==> src/hdl/spp_pkg.sv <==
// Shared types and constants for the spectral peak picker.
// No dependencies; the other files that use it refer to it by scoped names.
package spp_pkg;

  // Field and register widths
  localparam int unsigned BIN_W   = 24;
  localparam int unsigned SR_W    = 18;
  localparam int unsigned BF_W    = 10;
  localparam int unsigned THR_W   = 23;
  localparam int unsigned FREQ_W  = 10;
  localparam int unsigned SQ_W    = 47;
  localparam int unsigned MAG_W   = 48;
  localparam int unsigned THRSQ_W = 46;

  // Configuration port
  localparam int unsigned ADDR_W = 4;
  localparam int unsigned DATA_W = 32;
  localparam logic [ADDR_W-1:0] ADDR_SAMPLE_RATE = 4'h0;
  localparam logic [ADDR_W-1:0] ADDR_BAND_FLOOR  = 4'h4;
  localparam logic [ADDR_W-1:0] ADDR_AMP_THRESH  = 4'h8;

  localparam logic [SR_W-1:0]  RST_SAMPLE_RATE = 18'd44100;
  localparam logic [BF_W-1:0]  RST_BAND_FLOOR  = 10'd181;
  localparam logic [THR_W-1:0] RST_AMP_THRESH  = 23'd10000;

  // Frequency arithmetic. After the shift by log2(FFT_SIZE) the scaled bin
  // position is below 2^17 for any legal sample rate, so division by 100 is a
  // multiply by a rounded-up reciprocal followed by a shift of 24.
  localparam int unsigned Q_W         = 17;
  localparam int unsigned RECIP_W     = 18;
  localparam int unsigned RECIP_SHIFT = 24;
  localparam int unsigned QP_W        = Q_W + RECIP_W;
  localparam int unsigned FRAW_W      = QP_W - RECIP_SHIFT;
  localparam logic [Q_W-1:0]     ROUND_OFFS = 17'd50;
  localparam logic [RECIP_W-1:0] RECIP_100  = 18'd167773;
  localparam logic [FREQ_W-1:0]  FREQ_MAX   = 10'd1023;

  // Classification flags handed from the front end to the back end
  typedef struct packed {
    logic ws;   // bin 0 of a new window: history is cleared
    logic chk;  // bin 2 or later: the previous bin may be a peak
  } flags_t;

  localparam int unsigned FLAGS_W = $bits(flags_t);

endpackage

==> src/hdl/spp_front.sv <==
// Front end: accepts bins, tracks the position in the window and classifies each word.
// Depends on spp_pkg; feeds the middle queue.
module spp_front #(
  parameter int unsigned FFT_SIZE = 1024
) (
  input  logic                           clk,
  input  logic                           rst_n,
  input  logic                           push,
  input  logic                           q_full,
  input  logic                           window_start,
  output logic                           q_wr,
  output logic [$clog2(FFT_SIZE/2)-1:0]  km1,
  output spp_pkg::flags_t                flags
);

  localparam int unsigned HALF_BINS = FFT_SIZE / 2;
  localparam int unsigned CNT_W     = $clog2(HALF_BINS + 1);
  localparam int unsigned KIW       = $clog2(HALF_BINS);

  logic [CNT_W-1:0] cnt_r;
  logic [CNT_W-1:0] cnt_nxt;
  logic [KIW-1:0]   k;
  logic             accept;
  logic             keep;

  assign accept = push && !q_full;

  // Bins past the first half are swallowed here: they change nothing downstream.
  always_comb begin
    keep    = 1'b0;
    k       = '0;
    cnt_nxt = cnt_r;
    if (window_start) begin
      keep    = 1'b1;
      cnt_nxt = CNT_W'(1);
    end else if (cnt_r < CNT_W'(HALF_BINS)) begin
      keep    = 1'b1;
      k       = cnt_r[KIW-1:0];
      cnt_nxt = cnt_r + CNT_W'(1);
    end
  end

  assign q_wr      = accept && keep;
  assign km1       = k - KIW'(1);
  assign flags.ws  = window_start;
  assign flags.chk = (k >= KIW'(2));

  always_ff @(posedge clk) begin
    if (!rst_n) begin
      cnt_r <= '0;
    end else if (accept) begin
      cnt_r <= cnt_nxt;
    end
  end

endmodule

==> config.mk <==
export PLATFORM = sky130hd
export DESIGN_NAME = spp_front
export DESIGN_NICKNAME = d
export VERILOG_FILES = /design/src/hdl/spp_pkg.sv /design/src/hdl/spp_front.sv
export SDC_FILE = /design/constraint.sdc
export NUM_CORES = 1
export LEC_CHECK = 0
export BUFFER_PORTS_ARGS = -buffer_cell sky130_fd_sc_hd__buf_2
export CAP_MARGIN = 0
export CORE_ASPECT_RATIO = 1.1
export CORE_MARGIN = 2
export CORE_UTILIZATION = 30
export DETAILED_ROUTE_END_ITERATION = 7
export GPL_TIMING_DRIVEN = 0
export MAX_ROUTING_LAYER = met4
export SYNTH_ARGS = -nofsm -noshare
export SYNTH_HDL_FRONTEND = slang
export SYNTH_SLANG_ARGS = --single-unit
export TNS_END_PERCENT = 100
==> constraint.sdc <==
create_clock -name clk -period 2.1 [get_ports clk]
set_clock_uncertainty 0.05 [all_clocks]
set_input_delay 0.105 -clock clk [delete_from_list [all_inputs] [get_ports clk]]
set_output_delay 0.105 -clock clk [all_outputs]
set_load 0.05 [all_outputs]
==> flow_summary.ini <==
[clock_network]
cts_buffer_depth = 2
path_clk_slew_ns = 0.06
ctsHoldBuffers = 0
cts-root-buf = clkbuf_4
tritoncts = built
cts_made_buffers = 3
clock_latency_ns = 0.27
htreeDepth = 1
cts_sinks = 10

[finish]
num-fill-cells = 279
largest_reg_flops = 10
nNetsFinal = 132
regMostFlops = cnt_r
area_delta_synth_final_pct = 26.8
num_antenna_cells = 0
reg_top3 = cnt_r (10)
drive_above_1_share_pct = 34.4

[floorplan]
core_um2 = 2500
die-area_um2 = 3040
dieHeight_um = 57.6
io_pins = 17
die_w_um = 52.8
initial_utilization_pct = 31.4
rows = 19

[setup_path]
worst_path_most_repeated_cell = nor3_4
cp-startpoint = cnt_r[2]$_SDFFE_PN0P_
critPathSlowestCell = or4_4
path_cells = or4_4, nor3_4, and4_4, nor3_4, buf_6
criticalPathCategory = register to primary output
crit_fanout = 7
crit_path_end_kind = primary output
cpPeakStageDelay_ns = 0.59
cp-start-kind = register
path_buf_inv = 1
critPathArrivalTime_ns = 1.92
r2r_start = cnt_r[1]$_SDFFE_PN0P_
worstPathRequired_ns = 1.95
critPathTopFamily = simple AND/OR/NAND/NOR gates

[routing]
totalWireLength_um = 1730
drc = 0
final_antenna_net_count = 0
drt_iter0_drc = 8
dr.pass1.iters = 4
via_count = 761
viasPerCell = 4.97
post_drt_wl_per_cell_um = 11.3

[pwr]
p_total_mw = 0.438
p_clk_share_pct = 29.6
p_int_mw = 0.294
swShare_pct = 32.8
combPwrFrac_pct = 26.0
p_per_area_nw_per_um2 = 440
seq_power_share_pct = 44.4
leakagePower_nw = 0.418
ir_worst_vdd_v = 0.000244
p_sw_mw = 0.144

[timing]
finalMaxSlewViolations = 0
finalHoldViolCount = 0
rsz0062_at_grt = yes
post-route-period-util_pct = 99.0
setup_violations = 0
worstMarginPinSlew_ns = 0.545
timing.hold.ws_ns = 0.0690
fin_crit_ns = 2.08
fmax_mhz = 481
slew_headroom_pct = 63.3

[synthesis]
synth_edf_count = 0
synth_seq_cells = 10
synthXorXnorAreaFrac_pct = 10.0
synth_cells = 100
synth_ff_type = dfxtp_1
synth_common_cells = nand2_1 (13), nor2_1 (13), dfxtp_1 (10), xnor2_1 (9), nand3_1 (5)
yosysTopAreaCell = dfxtp_1
ys_async_sr_fraction_pct = 0
syn_area_per_cell_um2 = 7.85
yosys-mux-area-fraction_pct = 1.28
synth_compound_area_share_pct = 9.41
synth-simple-area-share_pct = 38.9
synth_top_area_share_pct = 25.5
synth-warning-count = 0
synth_top_family_by_area = simple AND/OR/NAND/NOR gates
synth_nets = 108
synth_area_leaders = dfxtp_1 (26%), xnor2_1 (10%), nand2_1 (6.2%)
synth_seq_area_share_pct = 25.5
synthDistinctLibCells = 35
synth-adder-area-share_pct = 4.78
syn_area_um2 = 785

[place]
hpwl_um = 1350
gp_congestion = 0.734
io_buffers = 16

[status]
status = completed

[run]
maxCapViolCount = 0

[worst_hold_path]
hold_path.class = input pin to register
hold_start = rst_n

[grt]
grt_pass1_wl_um = 3000
grt-ovfl-total = 0
grt_pass1_vias = 711
grt_usage_pct = 13.8
antenna_found_initial = 0
grt_start_max_net_pins = 11
==> path summary, 6_finish.rpt <==
kind | to | slack, ns | depth (start not counted)
worst min-delay path | cnt_r[0]$_SDFFE_PN0P_ | 0.07 | 2
worst max register to register | cnt_r[6]$_SDFFE_PN0P_ | 0.49 | 5
worst min register to register | cnt_r[9]$_SDFFE_PN0P_ | 0.50 | 2
worst max-delay path | km1[8] | 0.02 | 5
==> power groups by stage <==
stage	sequential (mW)	clock (mW)	combinational, mW
after floorplan	0.199	0	0.0836
after global placement	0.200	0	0.106
after detailed placement	0.200	0	0.107
after CTS	0.196	0.134	0.113
after global routing	0.195	0.146	0.123
final	0.195	0.130	0.114
==> per-layer routing <==
metal / global-route usage (%) / up-vias / wire length, µm
li1: - / 395 / -
met1: 15.0 / 347 / 735
met2: 22.7 / 14 / 886
met3: 3.09 / 5 / 58
met4: 7.69 / 0 / 44
met5: - / - / 0
==> final cells by class <==
class	count	area, µm²	share of cell area (%)
timing repair buffer	20	125	12.6
sequential	10	206	20.8
tap	31	38.8	3.90
inverter	4	15.0	1.51
clock buffer	3	22.5	2.26
multi-input combinational	78	534	53.7
buffer	7	52.6	5.28
==> placed cells by master (no fill, tap or decap), types with 2 or more instances in the layout <==
cell type	n
nor4_1	4
o21ai_0	2
nand4_1	2
ha_1	3
buf_2	13
nand2_1	12
clkbuf_1	2
buf_6	4
nor3_1	3
dfxtp_2	2
nand3_1	5
buf_4	6
inv_1	4
and3_1	2
nor3_4	2
nor2_1	11
a21oi_1	3
nor2b_1	2
xnor2_1	8
clkbuf_4	5
dfxtp_1	7
==> repair_timing <==
| item | CTS | global route |
|---|---|---|
| setup buffers | 2 | 2 |
| gates resized for setup | 4 | 9 |
| pin swaps | 1 | 5 |
| endpoints found under the setup margin | 4 | 5 |
==> kinds of logic (layout without fill, tap and decap cells) <==
group           after synthesis  in the layout
fa+ha+maj                     3              3
compound gates               11             11
simple gates                 54             54
flops                        10             10
buf+inv                      12             34
mux                           1              1
xor+xnor                      9              9
==> through the flow <==
step | setup slack, ns | cells | area, µm² | util (%) | setup TNS (ns)
after floorplan | 0.00776 | 100 | 803 | - | 0
after global placement | 0.00425 | 147 | 922 | 36.9 | 0
after detailed placement | 0.00784 | 147 | 922 | 36.9 | 0
after CTS | 0.00418 | 152 | 973 | 39.0 | 0
after global routing | -0.0527 | 153 | 995 | 39.8 | -0.0527
final | 0.0207 | 153 | 995 | 39.8 | 0
(Power assumes the default switching activity.)
