`config.mk`:
```
export PLATFORM = sky130hd
export DESIGN_NAME = spp_fifo
export DESIGN_NICKNAME = d
export VERILOG_FILES = /design/src/hdl/spp_fifo.sv
export SDC_FILE = /design/constraint.sdc
export NUM_CORES = 1
export LEC_CHECK = 0
export ABC_AREA = 1
export BUFFER_PORTS_ARGS = -buffer_cell sky130_fd_sc_hd__clkbuf_2
export CAP_MARGIN = 5
export CORE_AREA = 5 5 76 78
export DETAILED_ROUTE_END_ITERATION = 10
export DIE_AREA = 0 0 81 83
export PLACE_DENSITY = 0.6
export REMOVE_ABC_BUFFERS = 1
export SKIP_LAST_GASP = 1
export SYNTH_ARGS = -nofsm -noshare
export SYNTH_HDL_FRONTEND = slang
export SYNTH_SLANG_ARGS = --single-unit
```
`constraint.sdc`:
```
create_clock -name clk -period 1.57 [get_ports clk]
set_input_delay 0.157 -clock clk [delete_from_list [all_inputs] [get_ports clk]]
set_output_delay 0.157 -clock clk [all_outputs]
set_load 0.005 [all_outputs]
```
`src/hdl/spp_fifo.sv`:
```
// Small register-based queue used between front and back end and on the result side.
// Depends on nothing; DEPTH must be a power of two.
module spp_fifo #(
  parameter int unsigned W     = 8,
  parameter int unsigned DEPTH = 4
) (
  input  logic         clk,
  input  logic         rst_n,
  input  logic         wr_en,
  input  logic [W-1:0] wr_data,
  input  logic         rd_en,
  output logic [W-1:0] rd_data,
  output logic         full,
  output logic         empty
);

  localparam int unsigned PTR_W = $clog2(DEPTH);
  localparam int unsigned CNT_W = $clog2(DEPTH + 1);

  logic [W-1:0]     mem_r [DEPTH];
  logic [PTR_W-1:0] wr_ptr_r;
  logic [PTR_W-1:0] rd_ptr_r;
  logic [CNT_W-1:0] cnt_r;
  logic [CNT_W-1:0] cnt_nxt;
  logic             do_wr;
  logic             do_rd;

  assign full    = (cnt_r == CNT_W'(DEPTH));
  assign empty   = (cnt_r == '0);
  assign do_wr   = wr_en && !full;
  assign do_rd   = rd_en && !empty;
  assign rd_data = mem_r[rd_ptr_r];

  always_comb begin
    cnt_nxt = cnt_r;
    if (do_wr && !do_rd) begin
      cnt_nxt = cnt_r + CNT_W'(1);
    end else if (do_rd && !do_wr) begin
      cnt_nxt = cnt_r - CNT_W'(1);
    end
  end

  always_ff @(posedge clk) begin
    if (!rst_n) begin
      wr_ptr_r <= '0;
      rd_ptr_r <= '0;
      cnt_r    <= '0;
    end else begin
      if (do_wr) begin
        wr_ptr_r <= wr_ptr_r + PTR_W'(1);
      end
      if (do_rd) begin
        rd_ptr_r <= rd_ptr_r + PTR_W'(1);
      end
      cnt_r <= cnt_nxt;
    end
  end

  always_ff @(posedge clk) begin
    if (do_wr) begin
      mem_r[wr_ptr_r] <= wr_data;
    end
  end

endmodule

```
==> flow_summary.toml, run 1 <==
[outcome]
status = "complete, no violations"

[timing]
drv_slew = 0
slew_headroom = 0.807
setup_viol = 0
hold_viol_final = 0
fin_crit_sh = 0.997
clock-skew-final_ns = 0.00659
setup_tns_ns = 0
rsz0062_at_grt = "yes"
finalCriticalPeriod_ns = 1.57
tightest_slew_ns = 0.289
fmax_mhz = 639

[synth]
syn_avg_cell_area_sq_um = 11.5
synth_most_common_cell = "edfxtp_1"
synth_edf_count = 32
yosysTopAreaCell = "edfxtp_1"
synth.ff_latch_count = 41
synth_top_area_frac = 0.570
ys.warnings.count = 0
async_reset_ff_frac = 0
yosys.cell_types.count = 18
synth_area_leaders = "edfxtp_1 57%, dfxtp_1 11%, nor2_1 6.7%, o21ai_0 3.9%, inv_1 3.8%"
synthCells = 146
netlist_area_sq_um = 1690
synth-seq-area-share = 0.677
synthFlopType = "edfxtp_1"
synthTopCellsByCount = "32 x edfxtp_1, 30 x nor2_1, 17 x inv_1"

[routing]
wl_per_cell_um = 11.5
vias_per_cell = 4.26
antenna_left = 0
drc_errors = 0
drt_iter0_markers = 35
firstDrtPassIters = 5
vias = 1100
finalWirelength_um = 2980

[floorplanning]
dieWidth_um = 81
core_sq_um = 5010
dieArea_sq_um = 6720
ios = 22
die_h_um = 83
rows = 26
start_util = 0.336

[setup_path]
rr_worst_depth = 9
crit_start = "cnt_r[1]$_SDFFE_PN0P_"
r2r_start = "cnt_r[1]$_SDFFE_PN0P_"
crit_path_end_kind = "register"
setup.worst_path.end = "cnt_r[1]$_SDFFE_PN0P_"
crit_fanout = 2
r2r_slack_ns = 0.005
critPathArrivalTime_ns = 1.74
required_ns = 1.75
reg2reg_to = "cnt_r[1]$_SDFFE_PN0P_"
start_kind = "register"
criticalPathCategory = "register to register"

[grt]
first_global_vias = 1040
grt_antenna_before_repair = 0
grt_start_max_net_pins = 17
grt_pass1_wl_um = 5000
gr-total-overflow = 0
track_usage = 0.0976

[clock_tree]
cts_buffers = 5
cts_root_buffer = "clkbuf_8"
clkTransAtPathRegs_ns = 0.08
clock_latency_ns = 0.28
clockBufferDepth = 2
cts_tree = "built"
clock_sinks = 41
htreeDepth = 2

[layout]
num-fill-cells = 501
drive_above_1_share = 0.319
nNetsFinal = 205
finalInstanceArea_sq_um = 2110
fin_cells = 258
final_util = 0.421
syn_to_final_growth_pct = 25.2
antenna_cells = 0

[min_path]
hold_path_class = "input pin to register"

[place]
io_buffer_count = 21
hpwl_um = 2030
place_congestion = 0.817
place_inst = 249
placed_area_sq_um = 1960

[pwr]
power_density_nw_per_um2 = 1550
leakagePower_nw = 0.846
vdd_ir_drop_max_mv = 0.758

[flow_run]
maxCapViolations = 0
==> logic make-up after synthesis <==
| logic type | after synthesis | synth area share |
|---|---|---|
| XOR/XNOR | 1 | 0.00520 |
| flip-flops | 41 | 0.677 |
| AO/OA/AOI/OAI | 28 | 0.0958 |
| AND/OR/NAND/NOR | 50 | 0.120 |
| adder cells (fa/ha/maj) | 6 | 0.0490 |
| buffers and inverters | 20 | 0.0534 |
==> critical path: stages, from the launching register on <==
cell and delay, ns:
dfxtp_2 0.33, nor2_4 0.13, nand2_2 0.07, nand2_2 0.07, inv_2 0.05, ha_4 0.15
inv_2 0.06, fa_2 0.42, o21ai_1 0.13, nor2_1 0.05
==> final cells by class <==
type,instances,area (sq um),area share
multi-input cells,85,487,0.231
clock inverters,2,33.8,0.0160
flip-flops and latches,41,1140,0.542
repair buffers,36,218,0.103
inverters,18,67.6,0.0320
clock buffers,6,72.6,0.0344
well taps,70,87.6,0.0415
==> metal layers <==
layer | wire length (um) | track usage | up-vias
met4 | 14 | 0.0369 | 0
met1 | 1400 | 0.128 | 496
li1 | - | - | 578
met5 | 0 | 0 | -
met2 | 1380 | 0.146 | 24
met3 | 175 | 0.0346 | 2
==> what timing repair did <==
action	4_1_cts	5_1_grt
hold buffers	0	0
pin swaps	5	1
resized for setup	11	4
endpoints found under the setup margin	6	8
buffers inserted	0	1
==> cell usage in the layout (no fill, tap or decap), types with 4 or more instances in the layout <==
master	count
nand2_2	4
ha_1	4
inv_1	14
nor2_1	29
dfxtp_1	6
clkbuf_8	5
buf_4	15
edfxtp_1	32
o21ai_0	12
nand2_1	11
o22ai_1	8
inv_2	4
clkbuf_2	21
==> state kept, by name, indices dropped and copies added (netlist names), named ones only <==
| register | flops |
|---|---|
| rd_ptr_r | 2 |
| wr_ptr_r | 2 |
| mem_r | 32 |
| cnt_r | 3 |
==> metrics by stage <==
stage               setup WS, ns  hold slack (ns)  power [W]
floorplan                 -0.137            0.256    0.00196
global placement         -0.0778            0.375    0.00239
detailed placement        -0.114            0.378    0.00240
CTS                      0.00474           0.0774    0.00328
global route             -0.0629           0.0749    0.00352
finish                   0.00454           0.0876    0.00327
==> how the worst min path moves through the flow <==
stage               cells after the start                    end  slack [ns]       start
floorplan                               0  mem_r[0][0]$_DFFE_PP_        0.26  wr_data[0]
detailed placement                      1  mem_r[0][2]$_DFFE_PP_        0.38  wr_data[2]
CTS                                     1  mem_r[2][2]$_DFFE_PP_        0.08  wr_data[2]
finish                                  1  mem_r[3][3]$_DFFE_PP_        0.09  wr_data[3]
global route                            1  mem_r[3][4]$_DFFE_PP_        0.07  wr_data[4]
global placement                        1  mem_r[0][2]$_DFFE_PP_        0.37  wr_data[2]
==> power by group <==
part,switching [W],leakage (nW),internal [W]
sequential,0.0000844,0.368,0.00134
clock,0.000335,0.0528,0.000469
combinational,0.000564,0.425,0.000478
No activity file was read; power rests on OpenSTA's default activity.
==> run 2: changes to the inputs <==
- ABC_AREA: 1 -> default
- CORE_AREA: 5 5 76 78 -> 5 5 75 77
- CTS_BUF_LIST: default -> sky130_fd_sc_hd__clkbuf_4
- DIE_AREA: 0 0 81 83 -> 0 0 80 82
- PLACE_DENSITY: 0.6 -> 0.61
- REMOVE_ABC_BUFFERS: 1 -> default
==> flow_summary.toml, run 2 <==
[setup_path]
r2r_slack_ns = -0.31
crit_path_end_kind = "register"
critPathArrivalTime_ns = 2.15
crit_start = "cnt_r[2]$_SDFFE_PN0P_"
setup.worst_path.end = "cnt_r[2]$_SDFFE_PN0P_"
reg2reg_to = "cnt_r[2]$_SDFFE_PN0P_"
criticalPathCategory = "register to register"
rr_worst_depth = 8
required_ns = 1.84
crit_fanout = 3
start_kind = "register"
r2r_start = "cnt_r[2]$_SDFFE_PN0P_"

[synth]
ys.warnings.count = 0
synth.ff_latch_count = 41
synth_xor_area_frac = 0.0214
synth_compound_area_frac = 0.0206
synth-seq-area-share = 0.696
synthFlopType = "edfxtp_1"
async_reset_ff_frac = 0
yosys.area_share.adder = 0.0504
synth_top_family_by_area = "multiplexers"
synth_most_common_cell = "edfxtp_1"
yosysTopAreaCell = "edfxtp_1"
synthCells = 90
syn_avg_cell_area_sq_um = 18.2
synth_area_leaders = "edfxtp_1 59%, dfxtp_1 11%, mux4_2 11%, ha_1 3.8%, and2_1 3.1%"
synth_edf_count = 32
netlist_area_sq_um = 1640
synth_top_area_frac = 0.586
syn_nets = 108
yosys.cell_types.count = 23
synthTopCellsByCount = "32 x edfxtp_1, 9 x dfxtp_1, 8 x and2_1, 8 x mux4_2, 5 x ha_1"
yosys.area_share.simple = 0.0618
synth_mux_area_frac = 0.128

[flow_run]
maxCapViolations = 0

[layout]
reg_top3 = "mem_r (32), cnt_r (3)"
largest-register = "mem_r"
drive_above_1_share = 0.492
antenna_cells = 0
nNetsFinal = 147
layout_common_cells = "32 x edfxtp_1, 21 x clkbuf_2, 10 x buf_4, 8 x mux4_2, 6 x clkbuf_4"
largest_reg_flops = 32
final_common_cell = "edfxtp_1"
final_util = 0.422
fin_cells = 200
syn_to_final_growth_pct = 27.3

[pwr]
power_density_nw_per_um2 = 1500
leakagePower_nw = 0.765
vdd_ir_drop_max_mv = 0.779

[clock_tree]
clock_sinks = 41
cts_root_buffer = "clkbuf_4"
clock_latency_ns = 0.34
cts_tree = "built"
clockBufferDepth = 2
htreeDepth = 2
cts_buffers = 5
clkTransAtPathRegs_ns = 0.12

[timing]
setup_tns_ns = -0.578
setup_viol = 10
tightest_slew_ns = 0.329
hold_viol_final = 0
drv_slew = 0
slew_headroom = 0.777
fin_crit_sh = 1.20
hold_ws_ns = 0.0339
fmax_mhz = 531
clock-skew-final_ns = 0.0102
finalCriticalPeriod_ns = 1.88
rsz0062_at_grt = "yes"
finalWorstSetupSlack_ns = -0.312

[grt]
track_usage = 0.0960
grt_antenna_before_repair = 0
grt_start_max_net_pins = 14
gr-total-overflow = 0
first_global_vias = 960
grt_pass1_wl_um = 4580

[routing]
vias_per_cell = 4.29
finalWirelength_um = 2810
antenna_left = 0
vias = 857
drt_iter0_markers = 57
drc_errors = 0
firstDrtPassIters = 4
wl_per_cell_um = 14.1

[floorplanning]
die_h_um = 82
dieWidth_um = 80
dieArea_sq_um = 6560
rows = 26
ios = 22
start_util = 0.331
core_sq_um = 4940

[place]
place_inst = 191
hpwl_um = 1970
io_buffer_count = 21
place_congestion = 0.731

[outcome]
violations = "setup timing"
status = "finished with violations"

[min_path]
min_from = "wr_data[7]"
hold_path_class = "input pin to register"
[run 2: changes by cell type in the layout (fill, tap and decap cells not counted), sizes merged, moves of 4 or more]
| cell | delta |
|---|---|
| mux4 | +8 |
| nand2 | -11 |
| nand3 | -4 |
| inv | -15 |
| and2 | +8 |
| o22ai | -8 |
| nor2 | -30 |
| o21ai | -16 |
[run 2: cell type report]
type                            instances  area, sq um
Fill cell                             477         2860
Sequential cell                        41         1150
Multi-Input combinational cell         42          505
Timing Repair Buffer                   36          250
Tap cell                               70         87.6
Clock buffer                            6         45.0
Clock inverter                          2         35.0
Inverter                                3         11.3
[run 2: worst min-delay path by stage]
stage	slack, ns	depth (start not counted)	endpoint
after floorplan	0.26	0	mem_r[0][0]$_DFFE_PP_
after global placement	0.37	1	mem_r[2][0]$_DFFE_PP_
after detailed placement	0.38	1	mem_r[1][1]$_DFFE_PP_
after CTS	0.02	1	mem_r[3][6]$_DFFE_PP_
after global routing	0.001	1	mem_r[1][7]$_DFFE_PP_
final	0.03	1	mem_r[1][7]$_DFFE_PP_
[run 2: timing repair]
item,in CTS,in global routing
hold endpoints to repair,0,11
hold buffers,0,3
gates resized for setup,5,5
pin swaps,1,0
setup buffers,2,0
setup endpoints to repair,13,42
[run 2: kinds of logic (layout without fill, tap and decap cells)]
| family | count (synthesis) | after routing |
|---|---|---|
| flops | 41 | 41 |
| simple gates | 17 | 17 |
| mux | 11 | 11 |
| buf+inv | 7 | 47 |
| fa+ha+maj | 6 | 6 |
| compound gates | 4 | 4 |
| xor+xnor | 4 | 4 |
[run 2: layer usage]
layer	part of all wire	routed length (um)	GRT usage	vias to the layer above
met2	0.48	1340	0.163	23
met4	0.014	39	0.0304	0
met5	0	0	0	-
met1	0.44	1230	0.106	414
met3	0.072	202	0.0471	5
li1	-	-	-	415
[run 2: report_power, final]
group	total [W]	internal (W)	switching [W]	leakage, nW
registers	0.00146	0.00135	0.000113	0.370
clock network	0.000675	0.000351	0.000324	0.0456
logic	0.000996	0.000595	0.000400	0.350
[run 2: per-stage QoR]
stage | setup slack, ns | cell area (sq um) | total power, W
2_1_floorplan | -0.301 | 1660 | 0.00201
3_3_place_gp | -0.310 | 2000 | 0.00245
3_5_place_dp | -0.390 | 2000 | 0.00249
4_1_cts | -0.324 | 2110 | 0.00322
5_1_grt | -0.389 | 2090 | 0.00333
6_report | -0.312 | 2090 | 0.00313
[run 2: worst max-delay path: stages (launching register included)]
cell and delay (ns):
dfxtp_4 0.38, nor3b_4 0.15, nor2b_2 0.18, ha_4 0.16, inv_2 0.03, fa_2 0.33, xor2_1 0.16, or3_1 0.30
a21boi_1 0.12
